<file path="src/hw/rtl/tlpw_pkg.sv">
`default_nettype none
// ----------------------------------------------------------------------------
// tlpw_pkg: shared definitions for the two-level page table walker
// Holds the item codes, descriptor type codes, result kinds, fixed table
// geometry and the command and status bundles between controller and datapath.
// ----------------------------------------------------------------------------
package tlpw_pkg;

  // Item action codes.
  localparam logic [1:0] ACT_WR_L1   = 2'd0;
  localparam logic [1:0] ACT_WR_POOL = 2'd1;
  localparam logic [1:0] ACT_XLATE   = 2'd2;

  // First-level descriptor type codes (bits 1:0).
  localparam logic [1:0] L1_COARSE  = 2'd1;
  localparam logic [1:0] L1_SECTION = 2'd2;

  // Coarse descriptor type code that faults.
  localparam logic [1:0] L2_FAULT = 2'd0;

  // Result kinds.
  localparam logic [2:0] KIND_NONE    = 3'd0;
  localparam logic [2:0] KIND_SECTION = 3'd1;
  localparam logic [2:0] KIND_SUPER   = 3'd2;
  localparam logic [2:0] KIND_LARGE   = 3'd3;
  localparam logic [2:0] KIND_SMALL   = 3'd4;

  localparam logic [31:0] FAULT_ADDR = 32'hffff_ffff;

  // Fixed geometry.
  localparam int L1_DEPTH        = 4096;
  localparam int COARSE_ENTRIES  = 256;
  localparam int INDEX_W         = 14;
  // Pool tables reachable through a 14-bit write index.
  localparam int MAX_POOL_TABLES = (1 << INDEX_W) / COARSE_ENTRIES;
  // Width of the coarse table number field, descriptor bits 31..10.
  localparam int TBL_NUM_W       = 22;
  // Reciprocal scaling for the modulo reduction of the table number.
  localparam int RECIP_SHIFT     = 22;
  localparam int MUL_W           = TBL_NUM_W + RECIP_SHIFT + 1;
  localparam int QM_W            = TBL_NUM_W + 13;

  typedef struct packed {
    logic clr_en;      // clearing pass writes zero to both tables
    logic accept;      // an item transfer happens this cycle
    logic l1_eval;     // first-level descriptor is in its read register
    logic mul_step;    // table number times reciprocal
    logic qm_step;     // quotient estimate times table count
    logic sub_step;    // partial remainder
    logic pool_issue;  // final remainder, pool read
    logic pool_eval;   // coarse descriptor is in its read register
  } tlpw_cmd_t;

  typedef struct packed {
    logic clr_last;    // last word of the clearing pass
    logic xlate;       // offered item is a translation
    logic coarse;      // first-level descriptor points to a coarse table
  } tlpw_stat_t;

endpackage
`default_nettype wire

</file>
<file path="src/hw/rtl/tlpw_ctrl.sv">
`default_nettype none
// ----------------------------------------------------------------------------
// tlpw_ctrl: sequencing controller for the page table walker
// Runs the clearing pass after reset, accepts items and steps a translation
// through the first-level read, the modulo reduction and the pool read.
// ----------------------------------------------------------------------------
module tlpw_ctrl (
  input  logic                  clk,
  input  logic                  rst,
  input  logic                  start,
  output logic                  busy,
  input  tlpw_pkg::tlpw_stat_t  stat,
  output tlpw_pkg::tlpw_cmd_t   cmd
);
  import tlpw_pkg::*;

  typedef enum logic [6:0] {
    S_CLEAR = 7'b0000001,
    S_IDLE  = 7'b0000010,
    S_L1    = 7'b0000100,
    S_MUL   = 7'b0001000,
    S_QM    = 7'b0010000,
    S_REM   = 7'b0100000,
    S_POOL  = 7'b1000000
  } state_t;

  state_t state, state_next;

  always_ff @(posedge clk) begin
    if (rst) begin
      state <= S_CLEAR;
    end else begin
      state <= state_next;
    end
  end

  always_comb begin
    state_next = state;
    unique case (state)
      S_CLEAR: begin
        if (stat.clr_last) state_next = S_IDLE;
      end
      S_IDLE: begin
        if (start && stat.xlate) state_next = S_L1;
      end
      S_L1: begin
        state_next = stat.coarse ? S_MUL : S_IDLE;
      end
      S_MUL:   state_next = S_QM;
      S_QM:    state_next = S_REM;
      S_REM:   state_next = S_POOL;
      S_POOL:  state_next = S_IDLE;
      default: state_next = S_CLEAR;
    endcase
  end

  always_comb begin
    cmd            = '0;
    cmd.clr_en     = (state == S_CLEAR);
    cmd.accept     = (state == S_IDLE) && start;
    cmd.l1_eval    = (state == S_L1);
    cmd.mul_step   = (state == S_L1) && stat.coarse;
    cmd.qm_step    = (state == S_MUL);
    cmd.sub_step   = (state == S_QM);
    cmd.pool_issue = (state == S_REM);
    cmd.pool_eval  = (state == S_POOL);
  end

  assign busy = (state != S_IDLE);

endmodule
`default_nettype wire

</file>
<file path="config.mk">
export PLATFORM = sky130hd
export DESIGN_NAME = tlpw_ctrl
export DESIGN_NICKNAME = d
export VERILOG_FILES = /design/src/hw/rtl/tlpw_pkg.sv /design/src/hw/rtl/tlpw_ctrl.sv
export SDC_FILE = /design/constraint.sdc
export NUM_CORES = 1
export LEC_CHECK = 0
export BUFFER_PORTS_ARGS = -buffer_cell sky130_fd_sc_hd__buf_4
export CORE_AREA = 5 5 42 44
export CTS_CLUSTER_DIAMETER = 100
export CTS_CLUSTER_SIZE = 28
export DETAILED_ROUTE_END_ITERATION = 10
export DIE_AREA = 0 0 47 49
export SYNTH_ARGS = -nofsm -noshare
export SYNTH_HDL_FRONTEND = slang
export SYNTH_SLANG_ARGS = --single-unit
</file>
<file path="constraint.sdc">
create_clock -name clk -period 1.9 [get_ports clk]
set_input_delay 0 -clock clk [delete_from_list [all_inputs] [get_ports clk]]
set_output_delay 0 -clock clk [all_outputs]
set_load 0.05 [all_outputs]
</file>
* Yosys cells after proc, flatten, opt, wreduce, memory -nomap -nowiden
Cells that the tools add are included.
** Word-level totals
- Word-level logic and storage cells :: 19
- Register bits :: 7
- Bits in writable memories :: 0
- Bits in read-only memories :: 0
- Bits in latches :: 0
- Bits of input ports :: 6
- Memories kept :: 0
** Cells by class
- Reduce and logical (&&, ||, !) cells :: 4
- Magnitude comparators :: 0
- Multipliers :: 0
- Bitwise gates (word level) :: 0
- Shifts and indexed selects :: 0
- Equal/unequal tests :: 10
- Div/mod/pow operators :: 0
- Add/sub/neg operators :: 0
- Muxes and demuxes :: 4
** Operators by type and width (number)
- $pmux 7 s7 :: 1
- $mux 7 :: 2
- $eq 7x1->1 const B :: 1
- $eq 7x2->1 const B :: 1
- $eq 7x3->1 const B :: 1
- $eq 7x4->1 const B :: 1
- $eq 7x5->1 const B :: 1
- $eq 7x6->1 const B :: 1
- $eq 7x7->1 const B :: 1
- $ne 7x2->1 const B :: 1
- $mux 4 :: 1
- $ne 2x2->1 const B :: 2
- $logic_and 1x1->1 :: 3
- $reduce_and 2->1 :: 1

* Depth between registers and ports, before layout
- Depth in word-level cells :: 3
- Gate-level depth with buffers :: 5

* Least setup slack after synthesis
Ideal clock, no wire load.
- Kind :: register to register
- From :: register state[0]
- To :: register state[3]
- Path slack :: -0.567 ns
- Cell stages (with the launch flop) :: 5
- Library setup time :: 0.073 ns
- Arrival :: 2.394 ns
- Required time :: 1.827 ns
- Path through :: dfxtp_1 > or4_4 > nor4b_4 > and2_1 > nor3b_2
** RTL lines
- from (decl) :: RTL line tlpw_ctrl.sv:27 : state_t state, state_next;
- from (signal assigned) :: RTL line tlpw_ctrl.sv:33 : state <= state_next;

==> results.cfg <==
[floorplan]
core_area_um2 = 1401
rows = 14
io_pins = 15
fp.dieW_um = 47
dieArea_um2 = 2303
die_h_um = 49
start_util = 0.3071

[cts]
cts_root_buf = clkbuf_4
cts_tree = done
clk_latency_ps = 260
cts_sinks = 7
numCtsBuffers = 3
cts_htree_levels = 1
ctsLongestPathBuffers = 2
clk_pin_slew_ps = 50

[sta]
slew_headroom = 0.7462
fin_crit_ps = 1859
worst_pin_slew_ps = 377.7
holdWs_ps = 85.82
finalSetupViolCount = 0
skew_ps = 1.575
clock.fmax_mhz = 537.9
slew_violations = 0
period_share = 0.9784
finalHoldViolCount = 0

[synth]
netlist_instances = 47
seq_area_frac_synth = 0.3256
synth_fp_nets = 53
synth-async-reset-ratio = 0
yosys_warnings = 0
synth_cell_types = 25
synth-seq-cells = 7
ys.flop_type = dfxtp_1
syn-mean-instance-area_um2 = 9.158
synthesis.area_um2 = 430.4
synth-edff-count = 0

[worst_setup_path]
worst_ep_required_time_ps = 1900
critPathArrivalTime_ps = 1860
cp-start-kind = register
critPathLaunch = state[3]$_SDFFE_PP0P_
reg2reg_depth = 4
worstSetupEndpoint = cmd[4]
cp-end-kind = primary output
path_max_fanout = 7
path_class = register to primary output
r2r_setup_slack_ps = 240
r2r-start = state[3]$_SDFFE_PP0P_
worst_r2r_endpoint = state[3]$_SDFFE_PP0P_

[routing]
drt_wl_total_um = 1112
wl_per_cell_um = 13.24
viasPerCell = 5.190
drt_iter0_drc = 7
dr.pass1.iters = 4
num_vias = 436
detail-route-antenna-nets = 0
drc = 0

[global_route]
grt_pass1_wl_um = 1690
track_usage = 0.1000
grt_pass1_vias = 413
overflow = 0
antenna_found_initial = 0
grt_start_max_net_pins = 8

[power]
p_leak_nw = 0.2517
ir_worst_vdd_v = 0.0003340
p_per_area_nw_per_um2 = 800.3

[final_layout]
num_antenna_cells = 0
mostFrequentLayoutCell = buf_4
syn2layout_area_growth_pct = 48.26
max_flop_register = state
drive_above_1_share = 0.4412
largest_reg_flops = 7
largestRegisters = state x7
final_cell_mix = 15 x buf_4, 6 x nor3b_1, 5 x dfxtp_1, 4 x nand2_1
finalNetCount = 75
final_cells = 84
post-route-util = 0.4554

[min_path]
hold_path.class = input port to register

[place]
globalplace.congestion = 0.7645
dp_hpwl_um = 828.2
io_buffers = 14
place_inst = 78

[run_status]
status = finished, final reports clean

[flow_run]
maxCapViolations = 0
## critical path: stages (launching register included)
cell and delay [ps]:
dfxtp_1 380, or4_4 560, nor4b_4 310, and2_4 200
buf_6 150
## worst min-delay path by stage
stage,endpoint,slack [ps],cells after the start,startpoint
detailed placement,state[3]$_SDFFE_PP0P_,230,2,rst
global placement,state[3]$_SDFFE_PP0P_,230,2,rst
global route,state[2]$_SDFFE_PP0P_,110,3,stat[1]
CTS,state[2]$_SDFFE_PP0P_,80,3,stat[1]
finish,state[2]$_SDFFE_PP0P_,90,3,stat[1]
floorplan,state[3]$_SDFFE_PP0P_,70,1,rst
## power by group
part / switching [W] / internal (W)
logic: 0.000114 / 0.0000820
clock network: 0.0000592 / 0.0000771
registers: 0.0000176 / 0.000161
total: 0.000191 / 0.000320
## cell families after synthesis
family	Yosys count	synth area share
xor+xnor	2	0.04071
flops	7	0.3256
simple gates	29	0.5058
buf+inv	1	0.008713
compound gates	8	0.1192
## through the flow
stage / setup slack (ps) / power [W] / TNS (ps) / instance area [um^2]
6_report: 41.05 / 0.0005107 / 0 / 638.1
3_3_place_gp: 295.8 / 0.0003728 / 0 / 579.3
2_1_floorplan: -355.2 / 0.0003110 / -1479 / 444.2
3_5_place_dp: 284.1 / 0.0003713 / 0 / 579.3
5_1_grt: -51.64 / 0.0005415 / -75.82 / 638.1
4_1_cts: 20.67 / 0.0005104 / 0 / 616.8
## what timing repair did
item | 4_1_cts | 5_1_grt
hold buffers | 1 | 0
endpoints found under the hold margin | 5 | 0
gates resized for setup | 0 | 4
setup endpoints to repair | 0 | 2
setup buffers | 0 | 1
## synth_stat cells, types with 2 or more instances
cell     n  share of area
dfxtp_1  7           0.33
nor3b_1  6           0.10
nand2_1  4          0.035
a21oi_1  3          0.035
nor2b_1  3          0.044
and3_1   2          0.029
nor2_1   2          0.017
nor3_1   2          0.023
nor4b_2  2          0.070
## routing by layer
metal | vias up | global-route usage | wire length, um
met1 | 194 | 0.1341 | 504
met4 | 0 | 0.05530 | 22
met2 | 18 | 0.1267 | 479
met5 | - | 0 | 0
li1 | 220 | - | -
met3 | 4 | 0.04797 | 106
## cell type report
type	count	area [um^2]
Fill cell	141	763.2
Multi-Input combinational cell	39	302.8
Timing Repair Buffer	18	145.1
Sequential cell	7	142.6
Clock buffer	3	22.52
Tap cell	16	20.02
Clock inverter	1	5.005
Power figures use the tool's default switching activity.
